**src/hdl/assert_macros.svh**
```systemverilog
// Assertion macros shared by the ordered list engine RTL.
// Expects a clock named clk and an active-low reset named rst_n in scope.
`ifndef ASSERT_MACROS_SVH
`define ASSERT_MACROS_SVH

// Same-cycle implication, checked outside reset
`define OLE_ASSERT_NOW(label, ante, cons, msg) \
  label: assert property (@(posedge clk) disable iff (!rst_n) (ante) |-> (cons)) \
    else $error(msg);

// Next-cycle implication, checked outside reset
`define OLE_ASSERT_NEXT(label, ante, cons, msg) \
  label: assert property (@(posedge clk) disable iff (!rst_n) (ante) |=> (cons)) \
    else $error(msg);

`endif

```
**src/hdl/ole_pkg.sv**
```systemverilog
// Shared types and constants for the ordered list engine.
// No dependencies; used by ole_cell and ordered_list_engine.
package ole_pkg;

  // Fixed field widths
  localparam int VAL_W     = 32;
  localparam int POS_W     = 6;
  localparam int OUT_LEN_W = 6;
  // Wide enough for any length up to the largest supported capacity (64)
  localparam int LEN_W     = 7;
  localparam int IDX_W     = 6;

  // Request codes
  typedef enum logic [1:0] {
    REQ_PUSH_FRONT = 2'd0,
    REQ_PUSH_BACK  = 2'd1,
    REQ_DELETE     = 2'd2,
    REQ_READ_ALL   = 2'd3
  } req_t;

  // Result status codes
  typedef enum logic [1:0] {
    STAT_OK     = 2'd0,
    STAT_EMPTY  = 2'd1,
    STAT_BADIDX = 2'd2,
    STAT_FULL   = 2'd3
  } status_t;

  // Operation broadcast to every cell of the chain
  typedef enum logic [2:0] {
    CO_HOLD       = 3'd0,
    CO_PUSH_FRONT = 3'd1,
    CO_PUSH_BACK  = 3'd2,
    CO_DELETE     = 3'd3,
    CO_ROTATE     = 3'd4
  } cell_op_t;

  typedef struct packed {
    cell_op_t           op;
    logic [LEN_W-1:0]   len;  // length before this cycle's operation
    logic [POS_W-1:0]   pos;  // delete position
  } cell_cmd_t;

endpackage

```
**src/hdl/ole_cell.sv**
```systemverilog
// One storage cell of the list chain: holds one entry and trades it with its neighbors.
// Depends on ole_pkg.
module ole_cell
  import ole_pkg::*;
(
  input  logic                    clk,
  input  cell_cmd_t               cmd,
  input  logic        [IDX_W-1:0] my_idx,
  input  logic signed [VAL_W-1:0] left_val,   // entry of cell my_idx-1
  input  logic signed [VAL_W-1:0] right_val,  // entry of cell my_idx+1
  input  logic signed [VAL_W-1:0] head_val,   // entry of cell 0
  input  logic signed [VAL_W-1:0] new_val,
  output logic signed [VAL_W-1:0] val_r
);

  logic signed [VAL_W-1:0] val_nxt;
  logic        [LEN_W-1:0] idx_ext;
  logic        [LEN_W-1:0] pos_ext;
  logic        [LEN_W-1:0] idx_plus1;

  assign idx_ext   = LEN_W'(my_idx);
  assign pos_ext   = LEN_W'(cmd.pos);
  assign idx_plus1 = idx_ext + LEN_W'(1);

  // Next entry by operation
  always_comb begin
    val_nxt = val_r;
    unique case (cmd.op)
      CO_HOLD: begin
        val_nxt = val_r;
      end
      CO_PUSH_FRONT: begin
        val_nxt = (my_idx == '0) ? new_val : left_val;
      end
      CO_PUSH_BACK: begin
        if (idx_ext == cmd.len) val_nxt = new_val;
      end
      CO_DELETE: begin
        if (idx_ext >= pos_ext) val_nxt = right_val;
      end
      CO_ROTATE: begin
        // tail of the live list wraps around to the head
        val_nxt = (idx_plus1 == cmd.len) ? head_val : right_val;
      end
      default: begin
        val_nxt = val_r;
      end
    endcase
  end

  always_ff @(posedge clk) begin
    val_r <= val_nxt;
  end

endmodule

```
**src/hdl/ordered_list_engine.sv**
```systemverilog
// Ordered list engine top level: request decode, length tracking, result register.
// Depends on ole_pkg, ole_cell and assert_macros.svh.
//
// Keeps an ordered list of up to CAPACITY signed 32-bit entries in a chain of
// cells, entry 0 at the front. Requests come in on the in_ channel (valid/ready)
// and results leave on the out_ channel (valid/ready) from an output register.
// Insert front, insert back and delete shift the chain in the cycle the request
// beat is taken; their single result beat is valid the next cycle.
// Read-all rotates the chain by one cell per result beat and shows cell 0, so a
// list of N entries returns N beats, one per cycle while out_ready is high, the
// first registered from the read state entered on the request beat; after N rotations
// the order is as before. An empty read gives one beat with status empty.
// Throughput: one request per cycle for insert and delete when the receiver keeps
// out_ready high; read-all holds off new requests until its rotation of the chain
// is done. A new request is taken only once the previous one has handed all of its
// beats to the output register.
// Reset (synchronous, rst_n low) empties the list; entry contents are not cleared.
// When the receiver stalls, the result beat holds in the output register and the
// readout rotation pauses, so no beat is lost or repeated.
`include "assert_macros.svh"

module ordered_list_engine
  import ole_pkg::*;
#(
  parameter int CAPACITY = 32
) (
  input  logic                        clk,
  input  logic                        rst_n,
  input  logic                        in_valid,
  output logic                        in_ready,
  input  logic [1:0]                  in_req_type,
  input  logic signed [VAL_W-1:0]     in_item_value,
  input  logic [POS_W-1:0]            in_position,
  output logic                        out_valid,
  input  logic                        out_ready,
  output logic [1:0]                  out_status,
  output logic signed [VAL_W-1:0]     out_read_value,
  output logic [OUT_LEN_W-1:0]        out_length,
  output logic                        out_last_of_run
);

  localparam int LW = $clog2(CAPACITY + 1);

  typedef enum logic [1:0] {
    S_IDLE = 2'b01,
    S_READ = 2'b10
  } state_t;

  state_t                  state_r, state_nxt;
  logic [LW-1:0]           len_r, len_nxt;
  logic [LW-1:0]           cnt_r, cnt_nxt;
  logic                    out_valid_r, out_valid_nxt;
  status_t                 out_status_r, out_status_nxt;
  logic signed [VAL_W-1:0] out_value_r, out_value_nxt;
  logic [OUT_LEN_W-1:0]    out_len_r, out_len_nxt;
  logic                    out_last_r, out_last_nxt;

  cell_cmd_t               cmd;
  logic                    out_free;
  logic                    in_fire;
  logic                    list_full;
  logic                    read_last;
  logic [LEN_W-1:0]        len_ext;
  logic [LEN_W-1:0]        len_nxt_ext;
  logic signed [VAL_W-1:0] cell_val [CAPACITY];

  assign out_free    = !out_valid_r || out_ready;
  assign in_ready    = (state_r == S_IDLE) && out_free;
  assign in_fire     = in_valid && in_ready;
  assign list_full   = (len_r == LW'(CAPACITY));
  assign len_ext     = LEN_W'(len_r);
  assign len_nxt_ext = LEN_W'(len_nxt);
  assign read_last   = (LW'(cnt_r + LW'(1)) == len_r);

  // Request decode, readout sequencing and result register load
  always_comb begin
    state_nxt      = state_r;
    len_nxt        = len_r;
    cnt_nxt        = cnt_r;
    out_valid_nxt  = out_valid_r && !out_ready;
    out_status_nxt = out_status_r;
    out_value_nxt  = out_value_r;
    out_len_nxt    = out_len_r;
    out_last_nxt   = out_last_r;
    cmd.op         = CO_HOLD;
    cmd.len        = len_ext;
    cmd.pos        = in_position;

    unique case (state_r)
      S_IDLE: begin
        if (in_fire) begin
          out_valid_nxt = 1'b1;
          out_value_nxt = '0;
          out_last_nxt  = 1'b1;
          case (req_t'(in_req_type))
            REQ_PUSH_FRONT, REQ_PUSH_BACK: begin
              if (list_full) begin
                out_status_nxt = STAT_FULL;
              end else begin
                cmd.op = (req_t'(in_req_type) == REQ_PUSH_FRONT) ? CO_PUSH_FRONT
                                                                 : CO_PUSH_BACK;
                len_nxt        = len_r + LW'(1);
                out_status_nxt = STAT_OK;
              end
            end
            REQ_DELETE: begin
              if (len_r == '0) begin
                out_status_nxt = STAT_EMPTY;
              end else if (LEN_W'(in_position) >= len_ext) begin
                out_status_nxt = STAT_BADIDX;
              end else begin
                cmd.op         = CO_DELETE;
                len_nxt        = len_r - LW'(1);
                out_status_nxt = STAT_OK;
              end
            end
            default: begin
              // read-all
              if (len_r == '0) begin
                out_status_nxt = STAT_EMPTY;
              end else begin
                out_valid_nxt = 1'b0;
                state_nxt     = S_READ;
                cnt_nxt       = '0;
              end
            end
          endcase
          out_len_nxt = len_nxt_ext[OUT_LEN_W-1:0];
        end
      end
      S_READ: begin
        if (out_free) begin
          cmd.op         = CO_ROTATE;
          out_valid_nxt  = 1'b1;
          out_status_nxt = STAT_OK;
          out_value_nxt  = cell_val[0];
          out_len_nxt    = len_ext[OUT_LEN_W-1:0];
          out_last_nxt   = read_last;
          cnt_nxt        = cnt_r + LW'(1);
          if (read_last) state_nxt = S_IDLE;
        end
      end
      default: begin
        state_nxt = S_IDLE;
      end
    endcase
  end

  // Control registers
  always_ff @(posedge clk) begin
    if (!rst_n) begin
      state_r     <= S_IDLE;
      len_r       <= '0;
      cnt_r       <= '0;
      out_valid_r <= 1'b0;
    end else begin
      state_r     <= state_nxt;
      len_r       <= len_nxt;
      cnt_r       <= cnt_nxt;
      out_valid_r <= out_valid_nxt;
    end
  end

  // Result payload
  always_ff @(posedge clk) begin
    out_status_r <= out_status_nxt;
    out_value_r  <= out_value_nxt;
    out_len_r    <= out_len_nxt;
    out_last_r   <= out_last_nxt;
  end

  // Chain of entry cells
  for (genvar i = 0; i < CAPACITY; i++) begin : g_cell
    logic signed [VAL_W-1:0] left_v;
    logic signed [VAL_W-1:0] right_v;
    if (i == 0) begin : g_first
      assign left_v = '0;
    end else begin : g_mid_l
      assign left_v = cell_val[i-1];
    end
    if (i == CAPACITY - 1) begin : g_last
      assign right_v = '0;
    end else begin : g_mid_r
      assign right_v = cell_val[i+1];
    end
    ole_cell u_cell (
      .clk       (clk),
      .cmd       (cmd),
      .my_idx    (IDX_W'(i)),
      .left_val  (left_v),
      .right_val (right_v),
      .head_val  (cell_val[0]),
      .new_val   (in_item_value),
      .val_r     (cell_val[i])
    );
  end

  assign out_valid       = out_valid_r;
  assign out_status      = out_status_r;
  assign out_read_value  = out_value_r;
  assign out_length      = out_len_r;
  assign out_last_of_run = out_last_r;

  // Checks
  `OLE_ASSERT_NOW(a_len_bound, 1'b1, len_r <= LW'(CAPACITY), "list length above capacity")
  `OLE_ASSERT_NOW(a_cnt_bound, state_r == S_READ, cnt_r < len_r, "readout count past length")
  `OLE_ASSERT_NEXT(a_push_grow,
    in_fire && !list_full && (in_req_type == REQ_PUSH_FRONT || in_req_type == REQ_PUSH_BACK),
    len_r == LW'($past(len_r) + LW'(1)), "insert did not grow the list")
  `OLE_ASSERT_NOW(a_midrun_read, out_valid_r && !out_last_r, state_r == S_READ,
    "non-final beat outside readout")

endmodule
```
**config.mk**
```make
export PLATFORM = sky130hd
export DESIGN_NAME = ordered_list_engine
export DESIGN_NICKNAME = d
export VERILOG_FILES = /design/src/hdl/ole_pkg.sv /design/src/hdl/ole_cell.sv /design/src/hdl/ordered_list_engine.sv
export VERILOG_INCLUDE_DIRS = /design/src /design/src/hdl
export SDC_FILE = /design/constraint.sdc
export NUM_CORES = 2
export LEC_CHECK = 0
export ABC_AREA = 0
export BUFFER_PORTS_ARGS = -buffer_cell sky130_fd_sc_hd__buf_4
export CAP_MARGIN = 20
export CORE_MARGIN = 5
export CORE_UTILIZATION = 60
export DETAILED_ROUTE_END_ITERATION = 8
export PLACE_DENSITY = 0.73
export SLEW_MARGIN = 20
export SYNTH_ARGS = -nofsm -noshare
export SYNTH_HDL_FRONTEND = slang
export SYNTH_SLANG_ARGS = --single-unit
export TNS_END_PERCENT = 100
```
**constraint.sdc**
```tcl
create_clock -name clk -period 8.5 [get_ports clk]
set_clock_uncertainty 0.15 [all_clocks]
set_input_delay 0.85 -clock clk [delete_from_list [all_inputs] [get_ports clk]]
set_output_delay 0.85 -clock clk [all_outputs]
set_load 0.02 [all_outputs]
```
==> metrics.txt <==
DRC viols=0; first-pass GRT wire length=317000 um; RSZ-0062 raised after global routing=no; setup_tns=0 ns; clock latency at the later pin of the worst-skew pair=0.73 ns; worst-margin pin slew=1.25 ns; Die ar.=115000 um^2; initial antenna violation count=3; DIE HEIGHT=339 um; status=complete, no violations; via count=54000; Mapped Area=65000 um^2; Clock transition at path regs=0.06 ns; GRT busiest layer=met2; Sw Ratio=37.4%; Hold Vio Cnt, Final=0; nets=5685; TritonCTS clock tree=built; Slew Viols, Final=0; Primary FF master, synth=edfxtp_1; gpl congestion=0.862; utilization after layout=65.0%; Comb pwr share=33.5%; final WL=211000 um; VDD IR max=0.292 mV; total number of H-tree levels=3; Syn Inst Count=6024; Placeable Area=107000 um^2; Worst Path Required=8.89 ns; CP arrival=6.17 ns; DR pass1 iterations=8; Die X=339 um; Leak=24.7 nW; Worst Hold Depth=2; Power Total=21.7 mW; post-synth top area share=49.2%; area leader, netlist=edfxtp_1; initial core utilization=60.5%; Detailed Route Iter0 Violations=8631; M1 GR Usage=47.2%; drt via density=7.57; Setup WS pre-CTS=2.85 ns; GR met3 Demand/Resource=7.86%; P per Cell Area=311 nW/um^2; worst reg-to-reg path cell count=11; post_cts resized=0; total global-route track usage=34.7%; placed inst area=65900 um^2; CP max FO=221; global-route met2 utilization=53.6%; power share of the clock group=23.0%; # setup viols final=0; vias in the first global route=51300; Non-Filler Cell Area, Final=69800 um^2; register area share after synthesis=49.7%; setup repair bufs after CTS=0; synthesized area per cell=10.8 um^2; crit end category=flip-flop; sequential power share=43.5%; root buffer selected by CTS=clkbuf_16; Synth area leaders=edfxtp_1, mux2i_1, o211ai_1, nand3_1, a21oi_1; internal cell power=13.6 mW; Post-Syn Nets=6082; hold_buf cts=0; Top Ports=87; Slew Limit Headroom=16.6%; TritonCTS Sinks=1080; setup ws final=2.71 ns; NetSw=8.12 mW; post-synth cell types=73; Num CTS Buffers=117; PortBufs=86; critical path type=flip-flop to flip-flop; GRT overflow=0; post-DP HPWL=115000 um; most frequent cell after synthesis=edfxtp_1; fraction of layout cells with a size suffix above 1=11.9%; Post-synth ARST share=0%; area grow syn2layout=7.34%; Worst Hold Class=input pin to flip-flop; Post-synth EDFFs=1065; YS warnings=0; Seq cells post-synth=1080; Tmin final=5.79 ns; Startpoint Class=flip-flop; max_cap viols=0; top cells by count, synth=edfxtp_1, nand3_1, a21oi_1; Max Root-Sink Buffers=3; crit share post-route=68.1%; post-route ant nets=0; largest net degree at the start of global routing=244; post-DR wirelength/cell=29.6 um; FP Rows=120; fmax=173 MHz; Filler Cells Inserted=8310
## power groups by stage
stage | Clock (mW) | Combinational, mW | Sequential [mW]
global route | 5.24 | 7.74 | 9.57
global placement | 0 | 6.67 | 9.55
floorplan | 0 | 4.75 | 9.30
CTS | 5.00 | 6.97 | 9.48
finish | 4.98 | 7.27 | 9.43
detailed placement | 0 | 6.95 | 9.57
## state kept, by name, indices dropped and copies added, names as in the netlist
register,cells
g_cell.u_cell.val_r,1024
out_length,6
len_r,6
out_valid,1
out_status,2
out_read_value,32
cnt_r,6
state_r,2
out_last_of_run,1
## final timing paths
path	start	endpoint	slack, ns
worst max-delay path	len_r[3]	g_cell[11].u_cell.val_r[21]	2.71
worst min-delay path	in_item_value[31]	g_cell[0].u_cell.val_r[31]	0.28
worst max register to register	len_r[3]	g_cell[11].u_cell.val_r[21]	2.71
worst min register to register	state_r[1]	state_r[1]	0.34
## per-layer routing
| layer | vias to the layer above | wire length (um) |
|---|---|---|
| li1 | 23000 | - |
| met2 | 3481 | 95000 |
| met1 | 26700 | 79900 |
| met3 | 725 | 24300 |
| met4 | 6 | 11400 |
| met5 | - | 45 |
## layout make-up
type | count | area, um^2 | area share, %
Sequential cell | 1080 | 32300 | 46.3
Timing Repair Buffer | 246 | 2240 | 3.21
Antenna cell | 1 | 2.50 | 0.00359
Clock buffer | 142 | 3040 | 4.36
Clock inverter | 74 | 559 | 0.802
Inverter | 13 | 48.8 | 0.0700
Multi-Input combinational cell | 4169 | 29800 | 42.8
Tap cell | 1403 | 1760 | 2.52
## per-stage QoR
step / hold slack (ns) / instances
final: 0.283 / 7128
after floorplan: 0.303 / 6024
after CTS: 0.254 / 7112
after global routing: 0.273 / 7127
after global placement: 0.318 / 6886
after detailed placement: 0.326 / 6896
## layout by cell type (no fill, tap or decap), types with 6 or more instances in the layout
cell and count:
a211oi_4 12, a21oi_1 861, a221o_1 104, a221oi_1 53
a221oi_4 8, a31o_2 40, and2_1 42, and2_2 22
and3_1 10, buf_12 14, buf_4 208, buf_8 21
bufinv_16 6, clkbuf_1 24, clkbuf_16 118, clkinv_1 28
clkinv_2 30, dfxtp_1 15, edfxtp_1 1065, ha_1 13
inv_1 13, mux2_2 124, mux2i_1 837, nand2_1 85
nand2b_1 8, nand3_1 902, nand3_2 9, nor2_1 37
nor2_4 23, nor3_1 10, nor3_2 6, nor4_1 6
o211ai_1 837, o21ai_0 14, o22ai_1 9
## worst max-delay path: stages (launching register included)
cell,delay (ns)
dfxtp_1,0.66
inv_1,0.23
ha_1,0.34
a211o_1,0.30
a21oi_1,0.17
o21ai_1,0.36
nor3_4,0.32
buf_12,0.70
buf_4,0.85
buf_4,0.85
a21oi_1,0.18
o211ai_1,0.17
## logic make-up after synthesis
| logic type | share of synthesized area [%] |
|---|---|
| AOI/OAI and AO/OA | 20.2 |
| xor gates and xnor gates | 0.0944 |
| adders and majority gates | 0.270 |
| buffers and inverters | 5.45 |
| DFF | 49.7 |
| muxes | 15.0 |
| and+or+nand+nor | 9.25 |
Note: power is estimated with default switching activity, not from simulation.
